--- src/mlprc_divider.sv ---
// Restoring radix-2 divider for the softmax normalization, one quotient bit a cycle.
module mlprc_divider
(
    input  logic        clk,
    input  logic        rst_n,
    input  logic        start,
    input  logic [31:0] dividend,
    input  logic [20:0] divisor,
    output logic        done,
    output logic [31:0] quotient
);
    logic [31:0] quot_reg, quot_next;
    logic [21:0] rem_reg, rem_next;
    logic [5:0]  cnt_reg, cnt_next;
    logic        busy_reg, busy_next;
    logic        done_reg, done_next;
    logic [20:0] dvs_reg, dvs_next;
    logic [21:0] trial;

    assign trial = {rem_reg[20:0], quot_reg[31]};

    always_comb
    begin
        quot_next = quot_reg;
        rem_next  = rem_reg;
        cnt_next  = cnt_reg;
        busy_next = busy_reg;
        done_next = 1'b0;
        dvs_next  = dvs_reg;
        if (start)
        begin
            quot_next = dividend;
            rem_next  = '0;
            cnt_next  = 6'd32;
            busy_next = 1'b1;
            dvs_next  = divisor;
        end
        else if (busy_reg)
        begin
            if (trial >= {1'b0, dvs_reg})
            begin
                rem_next  = trial - {1'b0, dvs_reg};
                quot_next = {quot_reg[30:0], 1'b1};
            end
            else
            begin
                rem_next  = trial;
                quot_next = {quot_reg[30:0], 1'b0};
            end
            cnt_next = cnt_reg - 6'd1;
            if (cnt_reg == 6'd1)
            begin
                busy_next = 1'b0;
                done_next = 1'b1;
            end
        end
    end

    always_ff @(posedge clk or negedge rst_n)
    begin
        if (!rst_n)
        begin
            busy_reg <= 1'b0;
            done_reg <= 1'b0;
            cnt_reg  <= '0;
        end
        else
        begin
            busy_reg <= busy_next;
            done_reg <= done_next;
            cnt_reg  <= cnt_next;
        end
    end

    always_ff @(posedge clk)
    begin
        quot_reg <= quot_next;
        rem_reg  <= rem_next;
        dvs_reg  <= dvs_next;
    end

    assign done     = done_reg;
    assign quotient = quot_reg;
endmodule
--- config.mk ---
export PLATFORM = sky130hd
export DESIGN_NAME = mlprc_divider
export DESIGN_NICKNAME = d
export VERILOG_FILES = /design/src/mlprc_divider.sv
export SDC_FILE = /design/constraint.sdc
export NUM_CORES = 1
export LEC_CHECK = 0
export BUFFER_PORTS_ARGS = -buffer_cell sky130_fd_sc_hd__buf_4
export CAP_MARGIN = 20
export CORE_MARGIN = 2
export CORE_UTILIZATION = 45
export CTS_CLUSTER_DIAMETER = 60
export DETAILED_ROUTE_END_ITERATION = 7
export PLACE_DENSITY = 0.66
export SKIP_LAST_GASP = 1
export SLEW_MARGIN = 20
export SYNTH_ARGS = -nofsm -noshare
export SYNTH_HDL_FRONTEND = slang
export SYNTH_SLANG_ARGS = --single-unit
--- constraint.sdc ---
create_clock -name clk -period 3.25 [get_ports clk]
set_input_delay 0.325 -clock clk [delete_from_list [all_inputs] [get_ports clk]]
set_output_delay 0.325 -clock clk [all_outputs]
set_load 0.005 [all_outputs]
==> results.cfg <==
[floorplanning]
core-area_sq_um = 9860
floorplan.die.width_um = 105
start_util_pct = 46.7
floorplan.die.height_um = 105
area_of_the_die_sq_um = 11100
fp-row-count = 36
ios = 89

[sta]
timing.hold.ws_ns = 0.132
finalMaxSlewViolations = 0
worst_pin_slew_ns = 0.753
grt_setup_unrepaired = false
setup_slack_ns = 0.493
fin_setup_tns_ns = 0
finalCriticalPeriod_ns = 2.76
slew-limit-headroom_pct = 49.6
finalCritPeriodShare_pct = 84.8
fmax_mhz = 363
final.setup_skew_ns = 0.00584
report.final.setup_viol = 0
finalHoldViolCount = 0

[setup_path]
worstPathArrival_ns = 2.98
cp.buffers_inverters = 2
cp_slowest_cell = sky130_fd_sc_hd__edfxtp_1
critPathLaunchType = flip-flop
max_stage_delay_ns = 0.42
cp_top_family = compound AO/OA/AOI/OAI gates
timing.critical_path.cells = inv_1, ha_1, inv_1, fa_1, a21o_1, a22oi_1, a21oi_1, a21o_4, nand2_4, mux2i_1, a211oi_1
critical_path.max_fanout = 25
crit_type = reg -> reg
timing.critical_path.to_type = flip-flop
required_time_of_the_critical_path_ns = 3.48
cp_common_cell = sky130_fd_sc_hd__inv_1

[placement]
preCtsSetupSlack_ns = 0.515
finalWeightedCongestion = 0.851
portBuffers = 88
place.detailed.hpwl_um = 7090

[power_and_ir_drop]
netSwitchingFraction_pct = 30.0
p_seq_share_pct = 49.8
switchingPower_uw = 802
pwr_density_cell_nw_per_um2 = 483
clkPwrFrac_pct = 25.4
internal-power_uw = 1870
ir_worst_vdd_mv = 0.221
p_leak_uw = 0.00238
finalPower_uw = 2680
power.share.combinational_pct = 24.8

[global_route]
grt_max_degree = 50
initial_antenna_violation_count = 0
groute.layer.met3.usage_pct = 4.12
met2_use_gr_pct = 30.4
globalRoute.totalOverflow = 0
globalRoute.busiestLayer = met2
first_global_vias = 3404
grt_first_pass_wirelength_um = 16400
globalRouteMet1Util_pct = 23.8
globalRouteTotalUtil_pct = 18.4

[finish]
antenna_cells = 0
commonest_cells_after_routing_fill_and_taps_aside = 91 x sky130_fd_sc_hd__buf_4, 53 x sky130_fd_sc_hd__edfxtp_1, 31 x sky130_fd_sc_hd__inv_1, 31 x sky130_fd_sc_hd__mux2_2, 29 x sky130_fd_sc_hd__nor2_1
layout.nets = 580
mostFrequentLayoutCell = sky130_fd_sc_hd__buf_4
layout-area-overhead-vs-synth_pct = 20.2
ratio_of_cells_with_drive_above_1_in_the_final_layout_pct = 29.1
largest_reg_flops = 32

[min_path]
hold_class = in -> reg

[synth]
ys_seq_area_share_pct = 48.0
synth_top_cell_area_share_pct = 34.5
synth.area.top_cells = sky130_fd_sc_hd__edfxtp_1 35%, sky130_fd_sc_hd__dfxtp_1 9.1%, sky130_fd_sc_hd__mux2_2 7.6%, sky130_fd_sc_hd__ha_1 6.2%, sky130_fd_sc_hd__dfrtp_1 4.3%
yosysUniqueCellTypes = 67
async_flop_share_pct = 9.76
synth_edf_count = 53
netlist_area_sq_um = 4610
synth_area_leader_cell = sky130_fd_sc_hd__edfxtp_1
synth_warnings = 0
syn-instance-count = 417
nets_in_the_synthesized_netlist = 497
synth-main-ff-cell = sky130_fd_sc_hd__edfxtp_1
synth.avg_cell_area_sq_um = 11.1
synth_seq_cells = 82

[routing]
postRouteAntennaNets = 0
via_per_inst = 5.32
drtPass1Iterations = 4
first_iter_violations = 140
drt_wl_total_um = 9710
dr_wl_cell_um = 15.2
drt_drc_violations_left = 0
route.vias.total = 3391

[clocking]
tritoncts = built
cts_sinks = 82
ctsResizeCount = 0
postCtsHoldBufs = 1
cts_buffers = 9
cts_htree_levels = 3
clk_transition_reported_paths_ns = 0.09
cts_root_buffer = sky130_fd_sc_hd__clkbuf_8
postcts_setup_bufs = 0
cts-root-to-sink-buffers = 2
clock_latency_ns = 0.36

[run_status]
run_status = finished, final reports clean

[job]
max_capacitance_violation_total = 0
kinds of logic after synthesis:
family	Yosys count	share of synthesized area, %
DFF	82	48.0
adders and majority gates	24	6.68
and+or+nand+nor	97	11.1
xor gates and xnor gates	20	3.80
muxes	41	9.75
AOI/OAI and AO/OA	101	15.8
buffers and inverters	52	4.91
through the flow:
| stage | util, % | std cells | instance area [sq um] |
|---|---|---|---|
| after floorplan | - | 417 | 4610 |
| after global placement | 54.2 | 621 | 5350 |
| after detailed placement | 54.2 | 621 | 5350 |
| after CTS | 56.1 | 638 | 5540 |
| after global routing | 56.1 | 638 | 5540 |
| final | 56.1 | 638 | 5540 |
power groups by stage:
| stage | logic (uW) | clock network (uW) | registers [uW] |
|---|---|---|---|
| final | 663 | 681 | 1330 |
| after global routing | 743 | 749 | 1350 |
| after CTS | 669 | 705 | 1330 |
| after detailed placement | 663 | 0 | 1360 |
| after global placement | 652 | 0 | 1350 |
| after floorplan | 433 | 0 | 1340 |
synthesized netlist by cell type, types with 4 or more instances:
library cell and n:
sky130_fd_sc_hd__nand2_1 20, sky130_fd_sc_hd__a211oi_1 8, sky130_fd_sc_hd__a21oi_1 17, sky130_fd_sc_hd__nand4_1 5, sky130_fd_sc_hd__dfrtp_1 8, sky130_fd_sc_hd__nor2_1 29, sky130_fd_sc_hd__nor3_1 9, sky130_fd_sc_hd__a21o_1 8
sky130_fd_sc_hd__clkbuf_1 9, sky130_fd_sc_hd__dfxtp_1 21, sky130_fd_sc_hd__nand2b_1 6, sky130_fd_sc_hd__buf_2 4, sky130_fd_sc_hd__mux2i_1 10, sky130_fd_sc_hd__a32oi_1 5, sky130_fd_sc_hd__o21ai_0 17, sky130_fd_sc_hd__xnor2_1 13
sky130_fd_sc_hd__ha_1 23, sky130_fd_sc_hd__a311oi_1 5, sky130_fd_sc_hd__mux2_2 31, sky130_fd_sc_hd__o21a_1 6, sky130_fd_sc_hd__edfxtp_1 53, sky130_fd_sc_hd__inv_1 31, sky130_fd_sc_hd__xor2_1 7, sky130_fd_sc_hd__o21bai_1 4
routing by layer:
layer | wire [um] | vias up
met5 | 0 | -
met4 | 88 | 0
met3 | 407 | 9
met2 | 4800 | 75
met1 | 4410 | 1600
li1 | - | 1707
layout make-up:
cell class                      count  area, sq um
Inverter                           32          120
Fill cell                         883         4330
Clock buffer                        9          124
Sequential cell                    82         2210
Clock inverter                      7         52.6
Multi-Input combinational cell    283         2170
Timing Repair Buffer               92          693
Tap cell                          133          166
path summary, 6_finish.rpt:
path	from	end	slack, ns	depth (start not counted)
min reg2reg	rem_reg[12]$_SDFFE_PP0P_	rem_reg[12]$_SDFFE_PP0P_	0.50	2
max	quotient[31]$_DFFE_PP_	rem_reg[6]$_SDFFE_PP0P_	0.49	11
max in group asynchronous	rst_n	cnt_reg[1]$_DFFE_PN0P_	2.81	2
min	divisor[14]	dvs_reg[14]$_DFFE_PP_	0.13	1
max reg2reg	quotient[31]$_DFFE_PP_	rem_reg[6]$_SDFFE_PP0P_	0.49	11
min in group asynchronous	rst_n	busy_reg$_DFF_PN0_	0.31	2
(Power assumes the default switching activity.)
